## src/rtl/core/ebbpa_pkg.sv

```systemverilog
`default_nettype none
package ebbpa_pkg;

    localparam int COUNT_BITS_DEF = 32;
    localparam int CFG_ADDR_BITS  = 3;
    localparam int CFG_DATA_BITS  = 32;
    localparam int POS_BITS       = 32;
    localparam int DUTY_BITS      = 7;
    localparam int BAND_BITS      = 16;

    localparam logic [DUTY_BITS-1:0] DUTY_MAX        = 7'd100;
    localparam logic [DUTY_BITS-1:0] DRIVE_DUTY_RST  = 7'd70;
    localparam logic [BAND_BITS-1:0] DEAD_BAND_RST   = 16'd16;
    localparam logic [POS_BITS-1:0]  TARGET_MIN_RST  = 32'h8000_0000;
    localparam logic [POS_BITS-1:0]  TARGET_MAX_RST  = 32'h7FFF_FFFF;

    // register indexes of the configuration port
    localparam logic [CFG_ADDR_BITS-1:0] REG_DRIVE_DUTY    = 3'd0;
    localparam logic [CFG_ADDR_BITS-1:0] REG_DEAD_BAND     = 3'd1;
    localparam logic [CFG_ADDR_BITS-1:0] REG_TARGET_MIN    = 3'd2;
    localparam logic [CFG_ADDR_BITS-1:0] REG_TARGET_MAX    = 3'd3;
    localparam logic [CFG_ADDR_BITS-1:0] REG_MOTION_ENABLE = 3'd4;

    typedef enum logic [1:0] {
        ACT_ENC_SAMPLE = 2'd0,
        ACT_CTRL_TICK  = 2'd1,
        ACT_MOVE_ABS   = 2'd2,
        ACT_MOVE_REL   = 2'd3
    } action_t;

    typedef struct packed {
        action_t               action;
        logic                  quad_a;
        logic                  quad_b;
        logic [POS_BITS-1:0]   target;
    } item_t;

    typedef struct packed {
        logic [DUTY_BITS-1:0]  drive_duty;
        logic [BAND_BITS-1:0]  dead_band;
        logic [POS_BITS-1:0]   target_min;
        logic [POS_BITS-1:0]   target_max;
        logic                  motion_enable;
    } cfg_t;

    typedef struct packed {
        logic                  bridge_high;
        logic                  bridge_low;
        logic [DUTY_BITS-1:0]  pwm_duty;
        logic [POS_BITS-1:0]   position;
        logic [POS_BITS-1:0]   setpoint;
    } result_t;

    // quadrature step from the 4-bit history {prev b, prev a, b, a}
    function automatic logic signed [1:0] quad_step(input logic [3:0] hist);
        logic signed [1:0] step;
        case (hist)
            4'd1, 4'd7, 4'd8, 4'd14: step = -2'sd1;
            4'd2, 4'd4, 4'd11, 4'd13: step = 2'sd1;
            default: step = 2'sd0;
        endcase
        return step;
    endfunction

endpackage
`default_nettype wire

```

## src/rtl/core/ebbpa_core.sv

```systemverilog
`default_nettype none
module ebbpa_core
    import ebbpa_pkg::*;
#(
    parameter int COUNT_BITS = COUNT_BITS_DEF
) (
    input  wire logic aclk,
    input  wire logic aresetn,
    input  wire logic step_en,
    input  wire item_t item,
    input  wire cfg_t  cfg,
    output result_t    result
);

    localparam int ERR_BITS = ((COUNT_BITS > POS_BITS) ? COUNT_BITS : POS_BITS) + 2;
    localparam int WIDE_BITS = (COUNT_BITS > 64) ? COUNT_BITS : 64;

    logic [3:0]             hist_reg, hist_next;
    logic [COUNT_BITS-1:0]  count_reg, count_next;
    logic signed [POS_BITS-1:0] goal_reg, goal_next;
    logic                   rev_reg, rev_next;
    logic                   line_one_reg, line_one_next;
    logic                   line_two_reg, line_two_next;
    logic [DUTY_BITS-1:0]   duty_reg, duty_next;

    logic signed [ERR_BITS-1:0] err, band;
    logic signed [POS_BITS:0]   goal_cand;
    logic [DUTY_BITS-1:0]       duty_sat;
    logic [WIDE_BITS-1:0]       count_wide;

    assign err  = ERR_BITS'(goal_reg) - ERR_BITS'($signed(count_reg));
    assign band = ERR_BITS'($signed({1'b0, cfg.dead_band}));
    assign duty_sat = (cfg.drive_duty > DUTY_MAX) ? DUTY_MAX : cfg.drive_duty;

    // relative moves are summed one bit wider so the clamp sees the true value
    assign goal_cand = (item.action == ACT_MOVE_REL)
                     ? (POS_BITS+1)'(goal_reg) + (POS_BITS+1)'($signed(item.target))
                     : (POS_BITS+1)'($signed(item.target));

    always_comb begin
        hist_next     = hist_reg;
        count_next    = count_reg;
        goal_next     = goal_reg;
        rev_next      = rev_reg;
        line_one_next = line_one_reg;
        line_two_next = line_two_reg;
        duty_next     = duty_reg;
        case (item.action)
            ACT_ENC_SAMPLE: begin
                hist_next  = {hist_reg[1:0], item.quad_b, item.quad_a};
                count_next = count_reg + COUNT_BITS'(quad_step(hist_next));
            end
            ACT_CTRL_TICK: begin
                if (cfg.motion_enable) begin
                    if (err > band) begin
                        if (rev_reg) begin
                            rev_next      = 1'b0;
                            line_one_next = 1'b0;
                            line_two_next = 1'b0;
                        end else begin
                            line_one_next = 1'b0;
                            line_two_next = 1'b1;
                            duty_next     = duty_sat;
                        end
                    end else if (err < -band) begin
                        if (!rev_reg) begin
                            rev_next      = 1'b1;
                            line_one_next = 1'b0;
                            line_two_next = 1'b0;
                        end else begin
                            line_one_next = 1'b1;
                            line_two_next = 1'b0;
                            duty_next     = duty_sat;
                        end
                    end else begin
                        line_one_next = 1'b0;
                        line_two_next = 1'b0;
                        duty_next     = '0;
                    end
                end
            end
            ACT_MOVE_ABS, ACT_MOVE_REL: begin
                if (goal_cand > (POS_BITS+1)'($signed(cfg.target_max))) begin
                    goal_next = $signed(cfg.target_max);
                end else if (goal_cand < (POS_BITS+1)'($signed(cfg.target_min))) begin
                    goal_next = $signed(cfg.target_min);
                end else begin
                    goal_next = goal_cand[POS_BITS-1:0];
                end
            end
            default: begin
                hist_next = hist_reg;
            end
        endcase
    end

    always_ff @(posedge aclk) begin
        if (!aresetn) begin
            hist_reg     <= '0;
            count_reg    <= '0;
            goal_reg     <= '0;
            rev_reg      <= 1'b0;
            line_one_reg <= 1'b0;
            line_two_reg <= 1'b0;
            duty_reg     <= '0;
        end else if (step_en) begin
            hist_reg     <= hist_next;
            count_reg    <= count_next;
            goal_reg     <= goal_next;
            rev_reg      <= rev_next;
            line_one_reg <= line_one_next;
            line_two_reg <= line_two_next;
            duty_reg     <= duty_next;
        end
    end

    // narrow counts show zero-extended
    assign count_wide = WIDE_BITS'(count_next);

    assign result.bridge_high = line_one_next;
    assign result.bridge_low  = line_two_next;
    assign result.pwm_duty    = duty_next;
    assign result.position    = count_wide[POS_BITS-1:0];
    assign result.setpoint    = goal_next;

endmodule
`default_nettype wire

```

## src/rtl/core/encoder_bang_bang_position_axis.sv

```systemverilog
// path: an accepted request is held in the input register, and its result is then written to the result register
// throughput: one request per cycle while the result slot is free or being taken, set by the single state-update stage
// that reads the axis state and writes it back with the result register
// reset: synchronous active-low aresetn clears position, setpoint, history,
// direction, bridge lines and duty, and loads the register defaults
`default_nettype none
module encoder_bang_bang_position_axis
    import ebbpa_pkg::*;
#(
    parameter int COUNT_BITS = COUNT_BITS_DEF
) (
    input  wire logic                     aclk,
    input  wire logic                     aresetn,

    input  wire logic                     cfg_wr_en,
    input  wire logic [CFG_ADDR_BITS-1:0] cfg_addr,
    input  wire logic [CFG_DATA_BITS-1:0] cfg_wr_data,

    input  wire logic                     s_tvalid,
    output logic                          s_tready,
    input  wire logic [39:0]              s_tdata,   // quad_a, quad_b, target[31:0], pad
    input  wire logic [1:0]               s_tuser,   // action

    output logic                          m_tvalid,
    input  wire logic                     m_tready,
    output logic [79:0]                   m_tdata    // bridge_high, bridge_low, pwm_duty[6:0],
                                                     // position[31:0], setpoint[31:0], pad
);

    cfg_t    cfg_reg;
    item_t   item_reg;
    logic    in_valid_reg;
    logic    out_valid_reg;
    result_t out_reg;
    result_t result;
    logic    advance;
    logic    s_accept;

    always_ff @(posedge aclk) begin
        if (!aresetn) begin
            cfg_reg.drive_duty    <= DRIVE_DUTY_RST;
            cfg_reg.dead_band     <= DEAD_BAND_RST;
            cfg_reg.target_min    <= TARGET_MIN_RST;
            cfg_reg.target_max    <= TARGET_MAX_RST;
            cfg_reg.motion_enable <= 1'b0;
        end else if (cfg_wr_en) begin
            case (cfg_addr)
                REG_DRIVE_DUTY:    cfg_reg.drive_duty    <= cfg_wr_data[DUTY_BITS-1:0];
                REG_DEAD_BAND:     cfg_reg.dead_band     <= cfg_wr_data[BAND_BITS-1:0];
                REG_TARGET_MIN:    cfg_reg.target_min    <= cfg_wr_data[POS_BITS-1:0];
                REG_TARGET_MAX:    cfg_reg.target_max    <= cfg_wr_data[POS_BITS-1:0];
                REG_MOTION_ENABLE: cfg_reg.motion_enable <= cfg_wr_data[0];
                default: begin
                end
            endcase
        end
    end

    // the pipeline moves whenever the result slot is free or being taken
    assign advance  = !out_valid_reg || m_tready;
    assign s_tready = !in_valid_reg || advance;
    assign s_accept = s_tvalid && s_tready;

    always_ff @(posedge aclk) begin
        if (!aresetn) begin
            in_valid_reg  <= 1'b0;
            out_valid_reg <= 1'b0;
        end else begin
            if (s_accept) begin
                in_valid_reg <= 1'b1;
            end else if (advance) begin
                in_valid_reg <= 1'b0;
            end
            if (advance) begin
                out_valid_reg <= in_valid_reg;
            end
        end
    end

    always_ff @(posedge aclk) begin
        if (s_accept) begin
            item_reg.action <= action_t'(s_tuser);
            item_reg.quad_a <= s_tdata[0];
            item_reg.quad_b <= s_tdata[1];
            item_reg.target <= s_tdata[33:2];
        end
        if (advance && in_valid_reg) begin
            out_reg <= result;
        end
    end

    ebbpa_core #(
        .COUNT_BITS(COUNT_BITS)
    ) u_core (
        .aclk    (aclk),
        .aresetn (aresetn),
        .step_en (in_valid_reg && advance),
        .item    (item_reg),
        .cfg     (cfg_reg),
        .result  (result)
    );

    assign m_tvalid = out_valid_reg;
    assign m_tdata  = {7'd0, out_reg.setpoint, out_reg.position, out_reg.pwm_duty,
                       out_reg.bridge_low, out_reg.bridge_high};

endmodule
`default_nettype wire

```

## config.mk

```make
export PLATFORM = sky130hd
export DESIGN_NAME = encoder_bang_bang_position_axis
export DESIGN_NICKNAME = d
export VERILOG_FILES = /design/src/rtl/core/ebbpa_pkg.sv /design/src/rtl/core/ebbpa_core.sv /design/src/rtl/core/encoder_bang_bang_position_axis.sv
export SDC_FILE = /design/constraint.sdc
export NUM_CORES = 1
export LEC_CHECK = 0
export CAP_MARGIN = 20
export CORE_UTILIZATION = 35
export DETAILED_ROUTE_END_ITERATION = 16
export DONT_BUFFER_PORTS = 1
export SLEW_MARGIN = 0
export SYNTH_ARGS = -nofsm -noshare
export SYNTH_HDL_FRONTEND = slang
export SYNTH_SLANG_ARGS = --single-unit
```

## constraint.sdc

```tcl
create_clock -name aclk -period 7.98 [get_ports aclk]
set_input_delay 1.596 -clock aclk [delete_from_list [all_inputs] [get_ports aclk]]
set_output_delay 1.596 -clock aclk [all_outputs]
set_load 0.01 [all_outputs]
```

Word level (Yosys, flattened, before mapping)
Memory sizes are Yosys's and may differ from the RTL's.
Index checks and enable logic that the tools add are counted.
{"block": "totals", "ff_bits": 275, "rom_bits": 32, "inputBits": 82, "out_inout_bits": 82, "mem_count": 1}
{"block": "op_classes", "add_sub_neg": 4, "magnitude_cmp": 5, "n_eq_ne": 7, "muxes": 26, "reduce_logical": 18}
{"memory": "(no name shown)", "depth": 16, "word_bits": 2, "rd": 1, "rd_ports_with_merged_regs": 0, "write_ports": 0, "line_no": "ebbpa_pkg.sv:57", "text": "case (hist)"}
{"operator": "$mux 32", "n": 4}
{"operator": "$mux 7", "n": 7}
{"operator": "$gt 34x17->1", "n": 1}
{"operator": "$lt 34x34->1", "n": 1}
{"operator": "$neg 16->34", "n": 1}
{"operator": "$add 32x32->33", "n": 1}
{"operator": "$gt 33x32->1", "n": 1}
{"operator": "$lt 33x32->1", "n": 1}
{"operator": "$mux 33", "n": 1}
{"operator": "$sub 32x32->33", "n": 1}
{"operator": "$add 32x32->32", "n": 1}
{"operator": "$mux 1", "n": 13}
{"operator": "$reduce_and 2->1", "n": 6}
{"operator": "$gt 7x7->1 const B", "n": 1}
{"operator": "$eq 3x2->1 const B", "n": 2}
{"operator": "$eq 2x2->1 const B", "n": 2}
{"operator": "$reduce_and 4->1", "n": 1}
{"operator": "$reduce_bool 2->1", "n": 2}
{"operator": "$eq 3x1->1 const B", "n": 1}
{"operator": "$eq 3x3->1 const B", "n": 1}
{"operator": "$logic_not 3->1", "n": 1}
{"operator": "$eq 2x1->1 const B", "n": 1}
{"operator": "$logic_and 1x1->1", "n": 2}
{"operator": "$logic_not 1->1", "n": 2}
{"operator": "other kinds (4)", "n": 5}

Longest topological paths before layout
{"block": "logic_depth", "word_depth": 7, "mapped_depth": 25}

Cells and area by module
From an unflattened synthesis, not the netlist that was laid out.
{"block": "unflattened", "hier_cells": 2375, "hier_area_um2": 20368.3}
{"module": "ebbpa_core", "n_inst": 1, "cells_each": 1888, "area_per_inst_um2": 13362.8}
{"module": "encoder_bang_bang_position_axis", "n_inst": 1, "cells_each": 487, "area_per_inst_um2": 7005.5}

Worst setup path before layout
Ideal clock, no wire load.
{"block": "synth_path", "path_type": "reg2reg", "startpoint": "reg item_reg[0] in the netlist's numbering", "endpoint": "reg out_reg (netlist bit m_tdata[72]), data pin", "setup_time_ns": 0.270, "arrival_time_ns": 5.324, "t_required_ns": 7.710, "slack_ns": 2.386, "stages_incl_launch_ff": 25, "synth_period_minus_slack_ns": 5.594, "cell_sequence": "edfxtp_1 -> ha_1 -> fa_1 -> a21oi_1 -> o21bai_1 -> a211oi_1 -> o311ai_1 -> and3_1 -> o311ai_1 -> and2_1 -> o21ai_0 -> xnor2_1 -> o21ai_0 -> ha_1 -> a21o_1 -> a21o_1 -> a21o_1 -> a21o_1 -> a21oi_1 -> a2bb2oi_1 -> nand3_1 -> clkbuf_1 -> mux2_2 -> mux2i_1 -> a21oi_1"}
{"element": "start: declaration", "line_no": "encoder_bang_bang_position_axis.sv:31", "text": "item_t item_reg;"}
{"element": "end signal: assignment", "line_no": "encoder_bang_bang_position_axis.sv:88", "text": "out_reg <= result;"}
{"element": "end: declaration", "line_no": "encoder_bang_bang_position_axis.sv:34", "text": "result_t out_reg;"}

==> flow_summary.yaml <==
placed_design:
  port_buffers: 0
  place_hpwl_mm: 48.4
  place_congestion: 0.923
  placed_cell_area_um2: 20200
global_routing:
  first_global_vias: 15800
  grt_overflow: 0
  grt_usage_pct: 21.9
  first_pass_grt_wire_length_mm: 95.1
  grt_antenna_before_repair: 2
  largest_net_degree_at_the_start_of_global_routing: 64
drt:
  totalWireLength_mm: 62.5
  drt-pass1-iter-count: 5
  vias_per_cell: 5.48
  via_count: 16900
  detail_route.drc_violations: 0
  first_iter_violations: 1246
  ant_nets: 0
  wl_per_cell_um: 20.3
setup_path:
  worst_path_required_ns: 8.26
  timing.critical_path.fanout_max: 9
  critical_path.slowest_cell: "o311ai_1"
  worst_ep_arrival_time_ns: 7.14
  cp-end-kind: "register"
  critPathMaxStageDelay_ns: 0.50
  timing.critical_path.from_type: "register"
  path_common_cell: "a21o_1"
  critical_path_class: "reg2reg"
cts:
  worstSkewPairLatency_ns: 0.57
  cts_inserted_buffers: 34
  h-tree-depth: 2
  cts_hold_buf: 0
  clock_path_buffers: 3
  tritoncts: "built"
  clock_sinks: 275
  postCtsResizedCells: 0
  cts_setup_buffers: 0
  clock_tree.root_cell: "clkbuf_16"
  path_clk_slew_ns: 0.06
sta:
  fin_worst_skew_ns: 0.0254
  share_of_the_cycle_needed_by_the_critical_path_after_routing_pct: 86.0
  rsz_0062_raised_after_global_routing: "false"
  maxSlewViolCount: 0
  worst_slew_pin_slew_ns: 1.13
  fmax_mhz: 146
  fin_setup_tns_ns: 0
  max-slew-margin-rel_pct: 24.5
  finalHoldViolations: 0
  final-setup-viol-count: 0
  timing.final.crit_period_ns: 6.86
logic_synthesis:
  yosysSeqAreaShare_pct: 33.9
  synth_top_family_by_area: "compound AO/OA/AOI/OAI gates"
  yosysUniqueCellTypes: 90
  synthMuxAreaShare_pct: 2.41
  yosys.area_share.simple_pct: 17.5
  number_of_enable_flip_flop_cells_after_synthesis: 109
  post_synthesis_cell_count: 2339
  synthArstFlopShare_pct: 0
  synth.cell_area_um2: 19400
  syn-mean-instance-area_um2: 8.31
  yosys.area_share.adder_pct: 14.1
  synth_compound_area_share_pct: 22.6
  ys_seq_elements: 275
  synth_xor_xnor_area_share_pct: 3.96
  ys_dominant_reg_cell: "dfxtp_1"
  synth.yosys.warnings: 0
floorplanning:
  die_area_um2: 56500
  dieWidth_um: 238
  design.core.area_um2: 55000
  die_height_um: 238
  initial_utilization_pct: 35.4
  fp-row-count: 86
  pin_count: 164
pwr:
  p_seq_share_pct: 36.7
  combinationalPowerShare_pct: 27.3
  internal-power_uw: 2880
  power.density_nw_per_um2: 205
  power.share.clock_pct: 36.1
  max-vdd-ir-drop_uv: 193
  p_leak_uw: 0.00884
  switching_power_of_the_nets_uw: 1500
  power_switching_share_pct: 34.3
layout:
  final_layout_size_suffix_gt1_share_pct: 6.05
  syn2layout_area_growth_pct: 9.86
  layout_commonest_cell: "nand2_1"
  mostFrequentLayoutCells: "nand2_1 (353), a21oi_1 (249), ha_1 (214)"
  final_nets: 2605
  final.fill_count: 5556
  largest_register_ff_count: 88
  layout.cell_area.non_filler_um2: 21400
  n_antenna_cell: 0
flow_run:
  cap_viol_max_count: 0
outcome:
  outcome: "finished, final reports clean"
worst_hold_path:
  worstHoldPathType: "reg2reg"
==> power groups by stage <==
stage               Combinational, uW  Sequential (uW)  Clock, uW
floorplan                         867             1600          0
global placement                 1160             1630          0
detailed placement               1180             1630          0
CTS                              1190             1610       1620
global route                     1320             1610       1670
finish                           1190             1600       1580
==> synthesized netlist by cell type, drive strengths merged, types with 20 or more instances <==
cell type / n / area [um2]
nand2: 354 / 1330
a21oi: 252 / 1270
ha: 214 / 2680
dfxtp: 166 / 3320
inv: 160 / 601
nor2: 156 / 586
o21ai: 136 / 696
edfxtp: 109 / 3270
clkbuf: 86 / 323
a21o: 78 / 588
xnor2: 61 / 534
nand3: 55 / 280
o211ai: 47 / 358
a211oi: 38 / 300
nand4: 34 / 219
nor3: 31 / 155
mux2i: 30 / 300
xor2: 27 / 236
and2: 26 / 164
a31oi: 21 / 138
buf: 20 / 141
==> layout make-up <==
class / instances / area [um2] / area share (%)
Clock buffer: 40 / 893 / 4.18
Clock inverter: 22 / 230 / 1.08
Inverter: 160 / 604 / 2.83
Multi-Input combinational cell: 1804 / 11800 / 55.4
Sequential cell: 275 / 6600 / 30.9
Tap cell: 748 / 936 / 4.38
Timing Repair Buffer: 31 / 270 / 1.27
==> cell families (layout without fill, tap and decap cells) <==
family | Yosys count | after routing
AOI/OAI and AO/OA | 695 | 695
xor gates and xnor gates | 88 | 88
adders and majority gates | 217 | 217
buffers and inverters | 266 | 253
DFF | 275 | 275
muxes | 44 | 44
other | 1 | 7
and+or+nand+nor | 753 | 753
==> per-stage QoR <==
| step | setup slack (ns) | hold slack, ns | cells | utilization (%) | total power [uW] |
|---|---|---|---|---|---|
| final | 1.12 | 0.457 | 3080 | 38.9 | 4380 |
| after global routing | 0.627 | 0.477 | 3080 | 38.9 | 4600 |
| after CTS | 1.20 | 0.458 | 3077 | 38.8 | 4410 |
| after detailed placement | 1.28 | 0.451 | 3015 | 36.7 | 2810 |
| after global placement | 1.38 | 0.449 | 3015 | 36.7 | 2790 |
| after floorplan | 2.39 | 0.436 | 2345 | - | 2460 |
==> routing by layer <==
metal  wire [um]  part of all wire, %  GRT usage, %
met5          12                0.019             0
met4        1810                  2.9          6.61
met3        3150                  5.0          3.70
met2       29700                   47          37.0
met1       27900                   45          28.5
==> critical path: cells and delay by family (launching register included) <==
family / cells / cell delay (ns)
AOI/OAI and AO/OA: 15 / 3.58
adders and majority gates: 3 / 1.01
and+or+nand+nor: 4 / 0.88
DFF: 1 / 0.43
buffers and inverters: 2 / 0.42
xor gates and xnor gates: 1 / 0.17
muxes: 1 / 0.07
==> worst paths after layout <==
path	from	end	slack, ns	cells after the start
setup / recovery	item_reg[0]$_DFFE_PP_	m_tdata[67]$_DFFE_PP_	1.12	26
hold / removal	cfg_reg[55]$_SDFFE_PN0P_	cfg_reg[55]$_SDFFE_PN0P_	0.46	2
setup reg to reg	item_reg[0]$_DFFE_PP_	m_tdata[67]$_DFFE_PP_	1.12	26
hold reg to reg	cfg_reg[55]$_SDFFE_PN0P_	cfg_reg[55]$_SDFFE_PN0P_	0.46	2
(Power assumes the default switching activity.)
